`config.mk`:
```
export PLATFORM = sky130hd
export DESIGN_NAME = scancode_set1_to_ascii
export DESIGN_NICKNAME = d
export VERILOG_FILES = /design/src/hw/rtl/sc1a_pkg.sv /design/src/hw/rtl/sc1a_decode.sv /design/src/hw/rtl/sc1a_emit.sv /design/src/hw/rtl/scancode_set1_to_ascii.sv
export SDC_FILE = /design/constraint.sdc
export NUM_CORES = 1
export LEC_CHECK = 0
export BUFFER_PORTS_ARGS = -buffer_cell sky130_fd_sc_hd__buf_2
export CAP_MARGIN = 0
export CORE_MARGIN = 2
export CORE_UTILIZATION = 42
export CTS_BUF_LIST = sky130_fd_sc_hd__clkbuf_2 sky130_fd_sc_hd__clkbuf_4 sky130_fd_sc_hd__clkbuf_8
export CTS_CLUSTER_SIZE = 25
export DETAILED_ROUTE_END_ITERATION = 12
export GPL_TIMING_DRIVEN = 0
export HOLD_SLACK_MARGIN = 0.03
export PLACE_DENSITY_LB_ADDON = 0.2
export RECOVER_POWER = 50
export SLEW_MARGIN = 0
export SYNTH_ARGS = -nofsm -noshare
export SYNTH_HDL_FRONTEND = slang
export SYNTH_SLANG_ARGS = --single-unit
```
`constraint.sdc`:
```
create_clock -name clk -period 6.4 [get_ports clk]
set_clock_uncertainty 0.1 [all_clocks]
set_input_delay 0 -clock clk [delete_from_list [all_inputs] [get_ports clk]]
set_output_delay 0 -clock clk [all_outputs]
set_load 0.05 [all_outputs]
```
`src/hw/rtl/sc1a_pkg.sv`:
```
package sc1a_pkg;

  localparam int MaxRes = 4;
  localparam int MapSize = 58;

  localparam logic [7:0] SC_PREFIX  = 8'hE0;
  localparam logic [6:0] SC_LSHIFT  = 7'h2A;
  localparam logic [6:0] SC_RSHIFT  = 7'h36;
  localparam logic [6:0] SC_ALT     = 7'h38;
  localparam logic [6:0] SC_CTRL    = 7'h1D;
  localparam logic [7:0] SC_F1      = 8'h3B;
  localparam logic [7:0] SC_F10     = 8'h44;
  localparam logic [7:0] SC_F11     = 8'h57;
  localparam logic [7:0] SC_F12     = 8'h58;
  localparam logic [7:0] SC_UP      = 8'h48;
  localparam logic [7:0] SC_DOWN    = 8'h50;
  localparam logic [7:0] SC_LEFT    = 8'h4B;
  localparam logic [7:0] SC_RIGHT   = 8'h4D;
  localparam logic [7:0] SC_HOME    = 8'h47;
  localparam logic [7:0] SC_END     = 8'h4F;
  localparam logic [7:0] SC_INS     = 8'h52;
  localparam logic [7:0] SC_DEL     = 8'h53;

  localparam logic [6:0] CH_ESC     = 7'h1B;
  localparam logic [6:0] CH_BRACKET = 7'h5B;
  localparam logic [6:0] CH_TILDE   = 7'h7E;
  localparam logic [6:0] CTRL_MASK  = 7'h1F;

  localparam logic KIND_CHAR = 1'b0;
  localparam logic KIND_VT   = 1'b1;

  localparam logic [6:0] PLAIN_MAP [0:MapSize-1] = '{
    7'h00, 7'h1B, 7'h31, 7'h32, 7'h33, 7'h34, 7'h35, 7'h36,
    7'h37, 7'h38, 7'h39, 7'h30, 7'h2D, 7'h3D, 7'h08, 7'h09,
    7'h71, 7'h77, 7'h65, 7'h72, 7'h74, 7'h79, 7'h75, 7'h69,
    7'h6F, 7'h70, 7'h5B, 7'h5D, 7'h0A, 7'h00, 7'h61, 7'h73,
    7'h64, 7'h66, 7'h67, 7'h68, 7'h6A, 7'h6B, 7'h6C, 7'h3B,
    7'h27, 7'h60, 7'h00, 7'h5C, 7'h7A, 7'h78, 7'h63, 7'h76,
    7'h62, 7'h6E, 7'h6D, 7'h2C, 7'h2E, 7'h2F, 7'h00, 7'h2A,
    7'h00, 7'h20
  };

  localparam logic [6:0] SHIFT_MAP [0:MapSize-1] = '{
    7'h00, 7'h1B, 7'h21, 7'h40, 7'h23, 7'h24, 7'h25, 7'h5E,
    7'h26, 7'h2A, 7'h28, 7'h29, 7'h5F, 7'h2B, 7'h08, 7'h09,
    7'h51, 7'h57, 7'h45, 7'h52, 7'h54, 7'h59, 7'h55, 7'h49,
    7'h4F, 7'h50, 7'h7B, 7'h7D, 7'h0A, 7'h00, 7'h41, 7'h53,
    7'h44, 7'h46, 7'h47, 7'h48, 7'h4A, 7'h4B, 7'h4C, 7'h3A,
    7'h22, 7'h7E, 7'h00, 7'h7C, 7'h5A, 7'h58, 7'h43, 7'h56,
    7'h42, 7'h4E, 7'h4D, 7'h3C, 7'h3E, 7'h3F, 7'h00, 7'h2A,
    7'h00, 7'h20
  };

  typedef struct packed {
    logic                  kind;
    logic [3:0]            vt;
    logic [2:0]            cnt;
    logic [MaxRes-1:0][6:0] chars;
  } burst_t;

  typedef struct packed {
    logic free;
  } emit_stat_t;

endpackage

```
`src/hw/rtl/sc1a_decode.sv`:
```
module sc1a_decode (
  input  logic              clk,
  input  logic              rst_n,
  input  logic [7:0]        scancode,
  input  logic              advance,
  output sc1a_pkg::burst_t  burst
);
  import sc1a_pkg::*;

  logic shift_r, alt_r, ctrl_r, pend_r;
  logic shift_nxt, alt_nxt, ctrl_nxt, pend_nxt;
  logic       nav_hit;
  logic [6:0] nav_ch;
  logic       nav_long;
  logic [3:0] vt_num;
  logic [6:0] map_ch;
  logic [6:0] key_ch;
  logic       is_letter;

  always_comb begin
    nav_hit  = 1'b1;
    nav_long = 1'b0;
    nav_ch   = 7'h00;
    unique case (scancode)
      SC_UP:    nav_ch = 7'h41;
      SC_DOWN:  nav_ch = 7'h42;
      SC_LEFT:  nav_ch = 7'h44;
      SC_RIGHT: nav_ch = 7'h43;
      SC_HOME:  nav_ch = 7'h48;
      SC_END:   nav_ch = 7'h46;
      SC_INS: begin
        nav_ch   = 7'h32;
        nav_long = 1'b1;
      end
      SC_DEL: begin
        nav_ch   = 7'h33;
        nav_long = 1'b1;
      end
      default:  nav_hit = 1'b0;
    endcase
  end

  always_comb begin
    vt_num = 4'd0;
    if (scancode >= SC_F1 && scancode <= SC_F10) begin
      vt_num = 4'(scancode - (SC_F1 - 8'd1));
    end else if (scancode == SC_F11) begin
      vt_num = 4'd11;
    end else if (scancode == SC_F12) begin
      vt_num = 4'd12;
    end
  end

  always_comb begin
    map_ch = 7'h00;
    if (scancode < 8'(MapSize)) begin
      map_ch = shift_r ? SHIFT_MAP[scancode[5:0]] : PLAIN_MAP[scancode[5:0]];
    end
    is_letter = (map_ch >= 7'h61 && map_ch <= 7'h7A) ||
                (map_ch >= 7'h41 && map_ch <= 7'h5A);
    key_ch = (ctrl_r && is_letter) ? (map_ch & CTRL_MASK) : map_ch;
  end

  always_comb begin
    shift_nxt   = shift_r;
    alt_nxt     = alt_r;
    ctrl_nxt    = ctrl_r;
    pend_nxt    = 1'b0;
    burst.kind  = KIND_CHAR;
    burst.vt    = 4'd0;
    burst.cnt   = 3'd0;
    burst.chars = {CH_TILDE, nav_ch, CH_BRACKET, CH_ESC};
    if (pend_r) begin
      if (nav_hit) begin
        burst.cnt = nav_long ? 3'd4 : 3'd3;
      end
    end else if (scancode == SC_PREFIX) begin
      pend_nxt = 1'b1;
    end else if (scancode[7]) begin
      if (scancode[6:0] == SC_LSHIFT || scancode[6:0] == SC_RSHIFT) begin
        shift_nxt = 1'b0;
      end
      if (scancode[6:0] == SC_ALT) begin
        alt_nxt = 1'b0;
      end
      if (scancode[6:0] == SC_CTRL) begin
        ctrl_nxt = 1'b0;
      end
    end else if (scancode[6:0] == SC_LSHIFT || scancode[6:0] == SC_RSHIFT) begin
      shift_nxt = 1'b1;
    end else if (scancode[6:0] == SC_ALT) begin
      alt_nxt = 1'b1;
    end else if (scancode[6:0] == SC_CTRL) begin
      ctrl_nxt = 1'b1;
    end else if (alt_r && vt_num != 4'd0) begin
      burst.kind  = KIND_VT;
      burst.vt    = vt_num;
      burst.cnt   = 3'd1;
      burst.chars = '0;
    end else if (nav_hit) begin
      burst.cnt = nav_long ? 3'd4 : 3'd3;
    end else if (key_ch != 7'h00) begin
      burst.cnt   = 3'd1;
      burst.chars = {21'd0, key_ch};
    end
  end

  always_ff @(posedge clk) begin
    if (!rst_n) begin
      shift_r <= 1'b0;
      alt_r   <= 1'b0;
      ctrl_r  <= 1'b0;
      pend_r  <= 1'b0;
    end else if (advance) begin
      shift_r <= shift_nxt;
      alt_r   <= alt_nxt;
      ctrl_r  <= ctrl_nxt;
      pend_r  <= pend_nxt;
    end
  end

endmodule

```
`src/hw/rtl/sc1a_emit.sv`:
```
module sc1a_emit (
  input  logic                 clk,
  input  logic                 rst_n,
  input  logic                 load,
  input  sc1a_pkg::burst_t     burst,
  output sc1a_pkg::emit_stat_t stat,
  output logic                 out_tvalid,
  input  logic                 out_tready,
  output logic [15:0]          out_tdata,  // [6:0] char_code, [10:7] vt_number, zero above
  output logic                 out_tuser,  // kind
  output logic                 out_tlast
);
  import sc1a_pkg::*;

  burst_t burst_r;
  burst_t burst_nxt;
  logic   xfer;

  assign out_tvalid = burst_r.cnt != 3'd0;
  assign xfer       = out_tvalid && out_tready;
  assign out_tlast  = burst_r.cnt == 3'd1;
  assign out_tuser  = burst_r.kind;
  assign out_tdata  = {5'd0, burst_r.vt, burst_r.chars[0]};
  assign stat.free  = !out_tvalid || (out_tlast && out_tready);

  always_comb begin
    burst_nxt = burst_r;
    if (load) begin
      burst_nxt = burst;
    end else if (xfer) begin
      burst_nxt.cnt   = burst_r.cnt - 3'd1;
      burst_nxt.chars = {7'h00, burst_r.chars[MaxRes-1:1]};
    end
  end

  always_ff @(posedge clk) begin
    if (!rst_n) begin
      burst_r.cnt <= 3'd0;
    end else begin
      burst_r.cnt <= burst_nxt.cnt;
    end
    burst_r.kind  <= burst_nxt.kind;
    burst_r.vt    <= burst_nxt.vt;
    burst_r.chars <= burst_nxt.chars;
  end

endmodule

```
`src/hw/rtl/scancode_set1_to_ascii.sv`:
```
// Set-1 keyboard scancode decoder. Each transfer on the in_ side carries one raw scancode
// byte; the block tracks shift, alt, ctrl and a pending E0 prefix and answers with zero to
// four results: an ASCII or control character, a three- or four-character ANSI escape
// sequence for the navigation keys, or a terminal switch request (tuser high) for alt with
// a function key. The final result of each scancode carries tlast. An escape sequence holds
// the output register until its last character is taken, one character per transfer, and
// this output register sets the sustained rate, as a buffered scancode is decoded only once
// the last result of the one before it is taken. The input register takes a new byte while
// the previous results are still being delivered.
module scancode_set1_to_ascii (
  input  logic        clk,
  input  logic        rst_n,
  input  logic        in_tvalid,
  output logic        in_tready,
  input  logic [7:0]  in_tdata,   // [7:0] scancode
  output logic        out_tvalid,
  input  logic        out_tready,
  output logic [15:0] out_tdata,  // [6:0] char_code, [10:7] vt_number, zero above
  output logic        out_tuser,  // kind
  output logic        out_tlast
);
  import sc1a_pkg::*;

  logic       in_valid_r;
  logic [7:0] sc_r;
  logic       advance;
  burst_t     dec_burst;
  emit_stat_t emit_stat;

  assign advance   = in_valid_r && emit_stat.free;
  assign in_tready = !in_valid_r || advance;

  always_ff @(posedge clk) begin
    if (!rst_n) begin
      in_valid_r <= 1'b0;
    end else if (in_tready) begin
      in_valid_r <= in_tvalid;
    end
    if (in_tready && in_tvalid) begin
      sc_r <= in_tdata;
    end
  end

  sc1a_decode u_decode (
    .clk      (clk),
    .rst_n    (rst_n),
    .scancode (sc_r),
    .advance  (advance),
    .burst    (dec_burst)
  );

  sc1a_emit u_emit (
    .clk        (clk),
    .rst_n      (rst_n),
    .load       (advance),
    .burst      (dec_burst),
    .stat       (emit_stat),
    .out_tvalid (out_tvalid),
    .out_tready (out_tready),
    .out_tdata  (out_tdata),
    .out_tuser  (out_tuser),
    .out_tlast  (out_tlast)
  );

  a_burst_len: assert property (@(posedge clk) disable iff (!rst_n)
    advance |-> dec_burst.cnt <= 3'(MaxRes))
    else $error("Decoded burst is longer than four results.");

  a_vt_single: assert property (@(posedge clk) disable iff (!rst_n)
    out_tvalid && out_tuser == KIND_VT |-> out_tlast && out_tdata[6:0] == 7'h00)
    else $error("Terminal switch result is not a single clean transfer.");

  a_char_nonzero: assert property (@(posedge clk) disable iff (!rst_n)
    out_tvalid && out_tuser == KIND_CHAR |-> out_tdata[6:0] != 7'h00
                                          && out_tdata[10:7] == 4'd0)
    else $error("Character result carries a zero code or a terminal number.");

  a_hold_input: assert property (@(posedge clk) disable iff (!rst_n)
    in_valid_r && !advance |=> in_valid_r && $stable(sc_r))
    else $error("Buffered scancode lost before it was decoded.");

endmodule

```
Word-level counts from Yosys, hierarchy flattened. Memories as Yosys holds them, arrays and structs flattened. Cells that the tools add are included.

Register bits: 49. ROM bits: 896. Input bits: 12. Output and inout port bits: 20. Logic and storage cells: 116. Memories: 2.

Memory list: (no name shown) (depth 64, bits a word 7, read ports 1, clocked after Yosys merged registers in 0, wr ports 0, line sc1a_decode.sv:57) `map_ch = shift_r ? SHIFT_MAP[scancode[5:0]] : PLAIN_MAP[scancode[5:0]];`; (no name shown) (depth 64, bits a word 7, read ports 1, clocked after Yosys merged registers in 0, wr ports 0, line sc1a_decode.sv:57).

$add $sub $neg: 2. $lt $le $gt $ge: 8. Eq/ne operators: 18. Multiplexer cells: 43. Bitwise gates (word level): 4. Reductions and logical operators: 26.

Operator list (number): $mux W31 (8); $eq A8 B7 Y1 const B (10); $mux W28 (2); $pmux W7 S8 (1); $mux W7 (7); $mux W29 (1); $eq A7 B6 Y1 const B (3); $ge A7 B7 Y1 const B (3); $mux W1 (16); $le A7 B7 Y1 const B (2); $mux W3 (4); $mux W4 (3); $logic_and A1 B1 Y1 (9); $eq A8 B8 Y1 const B (1); $ge A8 B6 Y1 const B (1); $le A8 B7 Y1 const B (1); $lt A8 B6 Y1 const B (1); $reduce_or A8 Y1 (1); $eq A7 B5 Y1 const B (1); $not A6 Y7 (1); $reduce_bool A7 Y1 (1); $reduce_or A7 Y1 (1); $reduce_and A6 Y1 (1); $reduce_or A6 Y1 (1); 14 further kinds (21).

Depth between registers and ports, before layout.
Depth after elaboration: 22. Gate-level depth with buffers: 15. Mapped depth without buffers: 11.

Modules after synthesis. Synthesis repeated with hierarchy kept, for this count alone.

Cells, all modules: 458. Area total of the unflattened synthesis: 4274.1 um2.

Modules (own cells, without submodules): sc1a_decode (times used 1, cells each 334, area an instance 2290.9 um2, seq. area each 80.1 um2); sc1a_emit (times used 1, cells each 110, area an instance 1677.9 um2, seq. area each 1051.0 um2); scancode_set1_to_ascii (times used 1, cells each 14, area an instance 305.3 um2, seq. area each 260.2 um2).

Worst setup path after synthesis. No wires, ideal clock.

Path kind: reg-to-reg. Start: register sc_r[1]. End: register u_emit.burst_r[28] (netlist bit). Library setup time: 0.122 ns. Arrival time: 3.559 ns. Required time: 6.178 ns. Path slack: 2.619 ns. Stages on the path, launching flop included: 14. Buffers on the path: 3. Period minus slack after synthesis: 3.781 ns. Cell sequence: edfxtp_1 clkbuf_1 clkbuf_1 inv_1 ha_1 clkbuf_1 mux2_1 a221o_1 o211a_1 o31ai_1 o2111ai_1 nor4b_1 o21bai_2 o311a_1.

Word-level cells in the longest chain between the ends: 22. Elaborated cells between the ends (all ways): 61. Classes of those cells: add/sub: 1; order compare: 7; eq/ne: 15; mux: 24; bitwise: 1; reduce/logical: 11; memory: 2.

Ends and longest elaborated chain: from (decl) (line scancode_set1_to_ascii.sv:25) `logic [7:0] sc_r;`; from (signal assigned) (line scancode_set1_to_ascii.sv:40) `sc_r <= in_tdata;`; $not A6 Y7 (implied by the code) (line sc1a_decode.sv:57); $mem_v2 Z64 W7; $mux W7 (implied by the code) (2 in a row) (line sc1a_decode.sv:57); $mux W7 (line sc1a_decode.sv:57); $mux W7 (line sc1a_decode.sv:56) `if (scancode < 8'(MapSize)) begin`; $ge A7 B7 Y1 (tied with other cells) (line sc1a_decode.sv:59) `is_letter = (map_ch >= 7'h61 && map_ch <= 7'h7A) ||`; $logic_and A1 B1 Y1, on equally long branches (line sc1a_decode.sv:59, sc1a_decode.sv:60); $logic_or A1 B1 Y1 (line sc1a_decode.sv:59); (+5 left out); $mux W31 (line sc1a_decode.sv:95) `end else if (alt_r && vt_num != 4'd0) begin`; $mux W31 (line sc1a_decode.sv:93) `end else if (scancode[6:0] == SC_CTRL) begin`; $mux W31 (line sc1a_decode.sv:91) `end else if (scancode[6:0] == SC_ALT) begin`; $mux W31 (line sc1a_decode.sv:89) `end else if (scancode[6:0] == SC_LSHIFT || scancode[6:0] == SC_RSHIFT) begin`; $mux W31 (line sc1a_decode.sv:79) `end else if (scancode[7]) begin`; $mux W31 (line sc1a_decode.sv:77) `end else if (scancode == SC_PREFIX) begin`; $mux W3 * (line sc1a_decode.sv:73) `if (pend_r) begin`; $mux W31 * (line sc1a_emit.sv:28) `if (load) begin`; to (decl) (line sc1a_emit.sv:15) `burst_t burst_r;`.

Mark *: on every way between the ends. The rest lies on a longest branch, timed or not. The select of a mux whose other input is x is not followed. A chain may end at the register's enable or synchronous reset.

Worst setup path in the final report. Ends and elaborated chain as after synthesis.

==> impl_metrics.json <==
{
  "insertion_delay_ns": 0.30,
  "insertedDiodeCount": 0,
  "crit_type": "reg -> reg",
  "post_synth_inst_count": 411,
  "cts_setup_buffers": 0,
  "cap_violations": 0,
  "grt_overflow": 0,
  "ys_seq_elements": 42,
  "gr-usage-all-layers_pct": 25.3,
  "cts-root-buf": "clkbuf_8",
  "status": "finished clean",
  "p_leak_uw": 0.00154,
  "final-setup-viol-count": 0,
  "fin_nets": 487,
  "drtIter0Drc": 381,
  "numCtsBuffers": 5,
  "ys_seq_area_share_pct": 33.2,
  "r2r_start": "sc_r[1]$_DFFE_PP_",
  "p_seq_share_pct": 33.8,
  "pin_count": 32,
  "drive_above_1_share_pct": 13.2,
  "grt_pass1_vias": 3187,
  "critPathArrivalTime_ns": 5.32,
  "finalCriticalPeriod_ns": 5.23,
  "worstHoldPathType": "in -> reg",
  "pwr-share-clk_pct": 12.8,
  "crit_chain": "clkbuf_1 > clkbuf_1 > inv_1 > ha_1 > clkbuf_1 > mux2_1 > a221o_1 > o211a_1 > o31ai_1 > o2111ai_1 > nor4b_1 > o21bai_2 > o311a_1",
  "p_per_area_mw_per_mm2": 350,
  "hp-start": "out_tready",
  "critPathLaunchType": "register",
  "ys_warn_count": 0,
  "syn2layout_area_growth_pct": 13.3,
  "crit_path_start": "sc_r[1]$_DFFE_PP_",
  "synth_top_flop_cell": "edfxtp_1",
  "syn_avg_cell_area_um2": 8.65,
  "crit_required_ns": 6.49,
  "p_int_uw": 755,
  "wl_per_cell_um": 19.8,
  "synth.distinct_cells": 77,
  "wirelength_um": 11200,
  "viasPerCell": 6.05,
  "slowest_stage": "nor4b_1",
  "hold_ws_ns": 0.0516,
  "grt_max_degree": 24,
  "chipHeight_um": 96.0,
  "tns_ns": 0,
  "period_share_pct": 81.7,
  "hpwlAfterDp_um": 8090,
  "rsz0062_at_grt": "false",
  "grt_antenna_before_repair": 0,
  "max_stage_delay_ns": 0.58,
  "fmax_ghz": 0.191,
  "cts.path.max_buffers": 2,
  "cts_tree": "yes",
  "syn_area_mm2": 0.00356,
  "drt-pass1-iter-count": 6,
  "via_count": 3427,
  "switching_share_pct": 46.5,
  "initial_core_util_pct": 43.3,
  "crit_path_frequent_cell": "clkbuf_1",
  "place_congestion": 0.951,
  "synth_edf_count": 34,
  "synth_top_cells_by_area": "edfxtp_1 29%, ha_1 5.3%, nand2_1 4.6%",
  "cts_sinks": 42,
  "worstMarginPinSlew_ns": 1.03,
  "combinationalPowerShare_pct": 53.4,
  "synth_top_area_share_pct": 28.7,
  "grt_pass1_wl_um": 17500,
  "endpoint_kind": "register",
  "path_max_fanout": 10,
  "htreeDepth": 2,
  "finalMaxSlewViolations": 0,
  "drc_errors": 0,
  "die_w_um": 96.0,
  "switchingPower_uw": 656,
  "die_area_mm2": 0.00922,
  "async_flop_share_pct": 0,
  "netlist.top_cell.by_area": "edfxtp_1",
  "ant_nets": 0,
  "clkTransAtPathRegs_ns": 0.09,
  "peakVddDrop_uv": 306,
  "coreArea_mm2": 0.00822,
  "hold_viol_final": 0,
  "port_buffers": 26,
  "rows": 33,
  "relSlewSlack_pct": 31.2
}
## stage by stage
stage / instances / power (uW) / util [%] / instance area [um2] / setup slack (ns)
after global placement: 546 / 1230 / 46.7 / 3830 / 1.16
final: 566 / 1410 / 49.0 / 4030 / 1.17
after detailed placement: 546 / 1230 / 46.7 / 3830 / 1.29
after global routing: 566 / 1500 / 49.0 / 4030 / 0.895
after CTS: 566 / 1420 / 49.3 / 4050 / 1.24
after floorplan: 415 / 1050 / - / 3570 / 2.62
## what timing repair did
item                      4_1_cts  5_1_grt
hold buffers                   12        0
hold endpoints to repair       16        0
gates resized for setup         0        0
## power groups by stage
stage          Combinational, uW  Sequential, uW  Clock (uW)
6_report                     753             477         181
5_1_grt                      819             486         194
4_1_cts                      758             476         187
3_5_place_dp                 744             482           0
3_3_place_gp                 748             480           0
2_1_floorplan                577             473           0
## cell usage in the layout, fill, tap and decap left out, types with 15 or more instances in the layout
master	instances
a21oi_1	25
buf_2	22
buf_4	17
clkbuf_1	33
edfxtp_1	34
ha_1	15
nand2_1	44
nor2_1	25
nor2b_1	15
## metal layers
layer	GRT usage, %	routed length [um]	part of all wire, %	vias to the layer above
met3	6.26	1170	10	29
met5	0	0	0	-
met2	39.2	5060	45	224
li1	-	-	-	1603
met4	9.40	294	2.6	0
met1	34.0	4700	42	1571
## cell families (layout without fill, tap and decap cells)
kind of cell	Yosys count	count (layout)	synth area share (%)
AOI/OAI and AO/OA	125	125	25.5
and+or+nand+nor	150	150	22.4
DFF	42	42	33.2
other	1	5	0.105
adders and majority gates	15	15	5.28
buffers and inverters	65	111	9.22
xor gates and xnor gates	3	3	0.739
muxes	10	10	3.59
## path summary, 6_finish.rpt
path                                endpoint  slack, ns  cells past startpoint
max          u_emit.burst_r[28]$_SDFFE_PN0P_       1.17                     13
min          u_emit.burst_r[29]$_SDFFE_PN0P_       0.05                      4
max reg2reg  u_emit.burst_r[28]$_SDFFE_PN0P_       1.17                     13
min reg2reg     u_emit.burst_r[13]$_DFFE_PP_       0.42                      2
## sequential cells by signal, indices dropped and copies added, names as in the netlist
name              count
u_emit.burst_r       17
u_emit.out_tdata     11
sc_r                  8
in_valid_r            1
u_decode.alt_r        1
u_decode.ctrl_r       1
u_decode.pend_r       1
u_decode.shift_r      1
u_emit.out_tuser      1
## Yosys cell counts, types with 6 or more instances
cell type / count
nand2_1: 44
edfxtp_1: 34
a21oi_1: 25
nor2_1: 25
clkbuf_1: 19
buf_4: 17
ha_1: 15
nor2b_1: 15
nand2b_1: 12
inv_1: 11
o21ai_0: 11
buf_2: 10
dfxtp_1: 8
nand3_1: 8
o211ai_1: 8
o21ai_1: 8
a31oi_1: 7
o31ai_1: 7
mux2i_1: 6
## cell type report
type / instances / area [um2]
Buffer: 49 / 268
Clock buffer: 5 / 68.8
Clock inverter: 3 / 25.0
Fill cell: 809 / 4190
Inverter: 16 / 60.1
Multi-Input combinational cell: 308 / 2060
Sequential cell: 42 / 1180
Tap cell: 105 / 131
Timing Repair Buffer: 38 / 233
## critical path: cells and delay by family, from the launching register on
| family | cells | cell delay [ns] |
|---|---|---|
| AO/OA/AOI/OAI | 6 | 1.64 |
| buffers and inverters | 4 | 1.58 |
| AND/OR/NAND/NOR | 1 | 0.58 |
| flip-flops | 1 | 0.52 |
| multiplexers | 1 | 0.40 |
| adder cells (fa/ha/maj) | 1 | 0.30 |
Power figures use the tool's default switching activity.
